**config.mk**
```make
export PLATFORM = sky130hd
export DESIGN_NAME = ppd_isqrt
export DESIGN_NICKNAME = d
export VERILOG_FILES = /design/src/rtl/point_plane_distance_3d_unit_macros.svh /design/src/rtl/ppd_pkg.sv /design/src/rtl/ppd_isqrt.sv
export SDC_FILE = /design/constraint.sdc
export NUM_CORES = 2
export LEC_CHECK = 0
export BUFFER_PORTS_ARGS = -buffer_cell sky130_fd_sc_hd__buf_2
export CELL_PAD_IN_SITES_DETAIL_PLACEMENT = 0
export CELL_PAD_IN_SITES_GLOBAL_PLACEMENT = 1
export CORE_ASPECT_RATIO = 1.5
export CORE_MARGIN = 4
export CORE_UTILIZATION = 35
export CTS_CLUSTER_DIAMETER = 30
export DETAILED_ROUTE_END_ITERATION = 10
export PLACE_DENSITY = 0.68
export SLEW_MARGIN = 25
export SYNTH_ARGS = -nofsm -noshare
export SYNTH_HDL_FRONTEND = slang
export SYNTH_SLANG_ARGS = --single-unit
```
**constraint.sdc**
```tcl
create_clock -name i_clk -period 4.6 [get_ports i_clk]
set_input_delay 0.92 -clock i_clk [delete_from_list [all_inputs] [get_ports i_clk]]
set_output_delay 0.92 -clock i_clk [all_outputs]
set_load 0.01 [all_outputs]
```
**src/rtl/point_plane_distance_3d_unit_macros.svh**
```systemverilog
// Assertion macros for the point-to-plane distance unit.
`ifndef POINT_PLANE_DISTANCE_3D_UNIT_MACROS_SVH
`define POINT_PLANE_DISTANCE_3D_UNIT_MACROS_SVH
`ifndef SYNTH
`define PPD_ASSERT(lbl, prop) \
    lbl: assert property (@(posedge i_clk) disable iff (!i_rst_n) prop) \
        else $error("ppd assertion failed");
`define PPD_ASSERT_RST(lbl, prop) \
    lbl: assert property (@(posedge i_clk) prop) \
        else $error("ppd reset assertion failed");
`else
`define PPD_ASSERT(lbl, prop)
`define PPD_ASSERT_RST(lbl, prop)
`endif
`endif

```
**src/rtl/ppd_pkg.sv**
```systemverilog
// Types and widths shared by the point-to-plane distance unit.
package ppd_pkg;

    localparam int CRD_W  = 16;   // input coordinate, Q12.4
    localparam int EDGE_W = 17;   // edge and offset vectors
    localparam int NRM_W  = 35;   // normal components
    localparam int SP_W   = 53;   // one term of the plane offset
    localparam int S_W    = 54;   // plane offset sum
    localparam int SM_W   = 52;   // offset magnitude
    localparam int HALF_W = 26;   // half of the magnitude for split multiply
    localparam int NN_W   = 70;   // squared normal length
    localparam int T_W    = 112;  // 256 * S^2
    localparam int Q_W    = 42;   // quotient floor(T / |N|^2)
    localparam int R_W    = 21;   // distance

    typedef struct packed {
        logic signed [CRD_W-1:0] a_x;
        logic signed [CRD_W-1:0] a_y;
        logic signed [CRD_W-1:0] a_z;
        logic signed [CRD_W-1:0] b_x;
        logic signed [CRD_W-1:0] b_y;
        logic signed [CRD_W-1:0] b_z;
        logic signed [CRD_W-1:0] c_x;
        logic signed [CRD_W-1:0] c_y;
        logic signed [CRD_W-1:0] c_z;
        logic signed [CRD_W-1:0] p_x;
        logic signed [CRD_W-1:0] p_y;
        logic signed [CRD_W-1:0] p_z;
    } t_in_word;

    typedef struct packed {
        logic [R_W-1:0] distance;
        logic           degenerate;
    } t_out_word;

    typedef struct packed {
        logic valid;
        logic degen;
        logic sat;
    } t_ctl;

endpackage

```
**src/rtl/ppd_isqrt.sv**
```systemverilog
// Integer square root, one result bit per pipeline stage.
module ppd_isqrt (
    input  logic                    i_clk,
    input  logic                    i_rst_n,
    input  logic                    i_en,
    input  ppd_pkg::t_ctl           i_ctl,
    input  logic [ppd_pkg::Q_W-1:0] i_q,
    output ppd_pkg::t_ctl           o_ctl,
    output logic [ppd_pkg::R_W-1:0] o_root
);
    import ppd_pkg::*;

    t_ctl           w_ctl [0:R_W];
    logic [Q_W-1:0] w_rem [0:R_W];
    logic [R_W-1:0] w_r   [0:R_W];

    assign w_ctl[0] = i_ctl;
    assign w_rem[0] = i_q;
    assign w_r[0]   = '0;

    for (genvar j = 1; j <= R_W; j++) begin : g_stage
        localparam int B = R_W - j;
        t_ctl           r_ctl;
        logic [Q_W-1:0] r_rem;
        logic [R_W-1:0] r_r;
        logic [Q_W:0]   n_trial;
        logic [Q_W:0]   n_diff;

        // (r + 2^b)^2 - r^2
        assign n_trial = ((Q_W+1)'(w_r[j-1]) << (B + 1)) + ((Q_W+1)'(1) << (2 * B));
        assign n_diff  = {1'b0, w_rem[j-1]} - n_trial;

        always_ff @(posedge i_clk) begin
            if (!i_rst_n) begin
                r_ctl <= '0;
            end else if (i_en) begin
                r_ctl <= w_ctl[j-1];
            end
        end

        always_ff @(posedge i_clk) begin
            if (i_en) begin
                r_rem <= n_diff[Q_W] ? w_rem[j-1] : n_diff[Q_W-1:0];
                r_r   <= n_diff[Q_W] ? w_r[j-1] : (w_r[j-1] | (R_W'(1) << B));
            end
        end

        assign w_ctl[j] = r_ctl;
        assign w_rem[j] = r_rem;
        assign w_r[j]   = r_r;
    end

    assign o_ctl  = w_ctl[R_W];
    assign o_root = w_r[R_W];

endmodule

```
Word level (Yosys, flattened, before mapping):

Index checks and enable logic that the tools add are counted.

* add/subtract/negate cells: 41
* muxes and demuxes: 21

Operators by type and width (number)
* $mux 42: 20
* $sub 42x23->43: 1
* $sub 42x24->43: 1
* $sub 42x25->43: 1
* $sub 42x26->43: 1
* $sub 42x27->43: 1
* $sub 42x28->43: 1
* $sub 42x29->43: 1
* $sub 42x30->43: 1
* $sub 42x31->43: 1
* $sub 42x32->43: 1
* $sub 42x33->43: 1
* $sub 42x34->43: 1
* $sub 42x35->43: 1
* $sub 42x36->43: 1
* $sub 42x37->43: 1
* $sub 42x38->43: 1
* $sub 42x39->43: 1
* $sub 42x40->43: 1
* $sub 42x41->43: 1
* $sub 42x41->43 const B: 1
* $sub 42x42->43: 1
* $add 41x39->42 const B: 1
* $add 40x37->41 const B: 1
* other kinds (19): 19

* bits in registers: 1344
* logic and storage cells: 186

Longest topological paths before layout:

* word-level depth: 3
* depth in mapped cells: 17
* mapped depth without buffers: 16

Worst setup path after synthesis:

OpenSTA, ideal clock, no wires.

* path kind: register to register
* start point: register g_stage[15].r_r[17]
* end point: register g_stage[16].r_rem[40], data pin
* library setup time: 0.262 ns
* stages on the path, launching flop included: 15
* buffers on the path: 1
* period minus slack after synthesis: 3.498 ns
* path slack: 1.102 ns
* arrival: 3.236 ns
* data required time: 4.338 ns
* cells stage by stage: edfxtp_1 -> ha_1 -> inv_1 -> ha_1 -> clkbuf_1 -> and3_1 -> nand2_1 -> or3b_1 -> a2111oi_2 -> o21ai_1 -> nand2_1 -> nand2_1 -> or4_1 -> a21oi_1 -> xor2_1

* longest elaborated chain between the ends: 3

Ends and longest elaborated chain
* start, declared: line ppd_isqrt.sv:25 `logic [R_W-1:0] r_r;`
* start signal, assigned: line ppd_isqrt.sv:44 `r_r <= n_diff[Q_W] ? w_r[j-1] : (w_r[j-1] | (R_W'(1) << B));`
* $add 27x11->28: line ppd_isqrt.sv:30 `assign n_trial = ((Q_W+1)'(w_r[j-1]) << (B + 1)) + ((Q_W+1)'(1) << (2 * B));`
* $sub 42x28->43: line ppd_isqrt.sv:31 `assign n_diff = {1'b0, w_rem[j-1]} - n_trial;`
* $mux 42: line ppd_isqrt.sv:43 `r_rem <= n_diff[Q_W] ? w_rem[j-1] : n_diff[Q_W-1:0];`
* end signal, assigned: line ppd_isqrt.sv:43
* end, declared: line ppd_isqrt.sv:24 `logic [Q_W-1:0] r_rem;`

No other way between the ends.
A chain may end at the register's enable or synchronous reset.

Worst setup path in the final report:

* start point: register g_stage[16].r_r[6]
* end point: register g_stage[17].r_rem[32], data pin

* longest elaborated chain between the ends: 3

Ends and longest elaborated chain (line)
* start, declared: ppd_isqrt.sv:25
* start signal, assigned: ppd_isqrt.sv:44
* $add 26x9->27: ppd_isqrt.sv:30
* $sub 42x27->43: ppd_isqrt.sv:31
* $mux 42: ppd_isqrt.sv:43
* end signal, assigned: ppd_isqrt.sv:43
* end, declared: ppd_isqrt.sv:24

No other way between the ends.

==> flow_summary_export.csv <==
group,metric,value,unit
layout,drive_gt1_frac,0.0915,
synthesis,yosysTopAreaCellShare,0.405,
clock_tree,post_cts_buffers,0,
timing,period_share,0.945,
critical_path,end_kind,"register",
hold_path,hold_depth,1,
placed_design,place_area,84300,um^2
detailed_routing,ant_nets,0,
detailed_routing,drcViolationCount,0,
clock_tree,cts-root-buf,"clkbuf_16",
clock_tree,cts_buffers,299,
hold_path,hold_start,"i_q[33]",
synthesis,yosysWarnings,0,
floorplanning,core,225000,um^2
synthesis,async_flop_share,0,
clock_tree,htreeDepth,5,
floorplanning,ioPinCount,72,
synthesis,synthCells,8392,
placed_design,dpl_worst_slack,0.316,ns
clock_tree,cts_resized,0,
synthesis,ys.flop_type,"edfxtp_1",
synthesis,yosys.area.top_type,"edfxtp_1",
synthesis,syn_nets,9221,
placed_design,port_buffers,71,
detailed_routing,drtPass1Iterations,6,
placed_design,place_congestion,0.893,
grt,antenna_found_initial,1,
synthesis,synth_top_family_by_area,"compound AO/OA/AOI/OAI gates",
critical_path,cp-start-kind,"register",
timing,finalHoldViolCount,0,
clock_tree,clkLatencyLatePin,0.81,ns
critical_path,crit_required,5.16,ns
timing,maxSlewHeadroom,0.306,
grt,grt.overflow.total,0,
synthesis,synthTopCellsByArea,"edfxtp_1 (41%), ha_1 (12%), inv_1 (5.0%)",
synthesis,synth-simple-area-share,0.134,
synthesis,ys_top_cells_by_count,"edfxtp_1 (1071), inv_1 (1053), ha_1 (781), a21oi_1 (754), nand2_1 (644)",
synthesis,synth_xor_area_frac,0.0721,
detailed_routing,dr_total_vias,61000,
hold_path,min_to,"g_stage[1].r_rem[33]$_DFFE_PP_",
grt,grt_use_total,0.161,
critical_path,crit_type,"register to register",
floorplanning,rows,213,
grt,grt_first_pass_wirelength,307,mm
floorplanning,die_y,591,um
critical_path,regToRegSetupSlack,0.25,ns
timing,maxSlewViolCount,0,
detailed_routing,routed_wl,192,mm
critical_path,worstPathArrival,4.90,ns
synthesis,synth.most_common_cell,"edfxtp_1",
floorplanning,initial_core_util,0.353,
synthesis,muxShareOfSynthArea,0.0110,
timing,worst_pin_slew,1.04,ns
layout,nets,9546,
layout,utilization,0.418,
detailed_routing,dr.first_iter.drc_count,1905,
synthesis,synth_seq_area_share,0.421,
synthesis,synth_compound_area_frac,0.177,
timing,worst_slack,0.255,ns
detailed_routing,avgViaCountPerCell,5.10,
floorplanning,die_area,234000,um^2
synthesis,synthDistinctLibCells,109,
synthesis,yosys_register_bits,1134,
critical_path,reg2reg_depth,15,
timing,rsz0062_at_grt,"false",
timing,finClkSkew,0.0478,ns
clock_tree,clkSlewWorstSetupHoldPaths,0.05,ns
timing,setup_viol,0,
synthesis,synth-edff-count,1071,
timing,clock.fmax,230,MHz
run,drv_cap,0,
floorplanning,die_x,397,um
synthesis,syn_avg_cell_area,9.45,um^2
run_status,status,"finished clean",
timing,fin_tns_setup,0,ns
grt,first_global_vias,65400,
placed_design,dp_hpwl,150,mm
layout,fin_area,94000,um^2
critical_path,r2r-start,"g_stage[16].r_r[6]$_DFFE_PP_",
critical_path,critical_path.max_fanout,8,
clock_tree,tritoncts_num_sinks,1134,
timing,period_needed,4.35,ns
clock_tree,clockBufferDepth,4,
clock_tree,tritoncts,"yes",
grt,grt_max_degree,180,
layout,area_delta_synth_final,18.5,%
detailed_routing,wl_per_cell,16.1,um
synthesis,synth-adder-area-share,0.123,
clock_tree,ctsHoldBuffers,0,
synthesis,syn_area,79300,um^2
critical_path,r2r-end,"g_stage[17].r_rem[32]$_DFFE_PP_",
hold_path,min_path_type,"primary input to register",
worst max-delay path, stage by stage, from the launching register on:
cell      delay, ns
edfxtp_1       0.40
ha_1           0.30
inv_1          0.04
ha_1           0.36
and4b_1        0.24
a221oi_1       0.55
o221ai_1       0.22
a21oi_2        0.30
a31oi_4        0.15
a41oi_2        0.50
o21ai_0        0.21
nor3b_1        0.23
nor3_1         0.19
buf_4          0.16
nand3_1        0.09
xnor2_1        0.15
logic make-up (layout without fill, tap and decap cells):
family | Yosys count | after routing
and+or+nand+nor | 2205 | 2205
muxes | 85 | 85
adders and majority gates | 781 | 781
buffers and inverters | 1267 | 1825
xor gates and xnor gates | 653 | 653
DFF | 1134 | 1134
other | 0 | 1
AOI/OAI and AO/OA | 2267 | 2267
metal layers:
layer | track usage | wire length [um]
met1 | 0.108 | 53400
met2 | 0.367 | 119000
met3 | 0.0241 | 5770
met4 | 0.110 | 14100
met5 | 0 | 0
worst max-delay path by stage:
stage                                                 from                              end  slack (ns)  depth (start not counted)
final                         g_stage[16].r_r[6]$_DFFE_PP_  g_stage[17].r_rem[32]$_DFFE_PP_        0.25                         15
after CTS                     g_stage[16].r_r[6]$_DFFE_PP_  g_stage[17].r_rem[32]$_DFFE_PP_        0.32                         15
after floorplan              g_stage[15].r_r[17]$_DFFE_PP_  g_stage[16].r_rem[40]$_DFFE_PP_        1.10                         14
after global placement    g_stage[15].r_r[6]$_SDFFCE_PN1P_  g_stage[16].r_rem[33]$_DFFE_PP_        0.36                         14
after detailed placement      g_stage[16].r_r[6]$_DFFE_PP_  g_stage[17].r_rem[32]$_DFFE_PP_        0.32                         15
after global routing          g_stage[16].r_r[6]$_DFFE_PP_  g_stage[17].r_rem[32]$_DFFE_PP_        0.05                         15
sequential cells by signal, summed over array words and instances, names as in the netlist:
name           cells
g_stage.r_rem    840
g_stage.r_r      210
g_stage.r_ctl     60
o_root            21
o_ctl              3
final cells by class:
class	count	area (um^2)
Clock buffer	335	7740
Timing Repair Buffer	233	1940
Multi-Input combinational cell	5991	41200
Antenna cell	1	2.50
Tap cell	3010	3770
Sequential cell	1134	33400
Clock inverter	199	1950
Fill cell	21900	131000
Inverter	1058	3970
placed cells by master, fill, tap and decap left out, types with 83 or more instances in the layout:
cell type	count
a21o_1	267
a21oi_1	753
buf_4	133
clkbuf_16	304
edfxtp_1	1071
ha_1	781
inv_1	1053
nand2_1	644
nand2b_1	122
nand3_1	136
nor2_1	579
nor2b_1	150
nor3_1	115
o21a_1	83
o21ai_0	595
xnor2_1	344
xor2_1	309
per-stage QoR:
step | hold slack, ns | instances
after floorplan | 0.400 | 8392
after global placement | 0.401 | 11400
after detailed placement | 0.405 | 11400
after CTS | 0.217 | 12000
after global routing | 0.240 | 12000
final | 0.295 | 12000
Power is left out: the tool's default activity adds up to more than one toggle a clock period on the data nets, which glitch-free logic cannot reach.
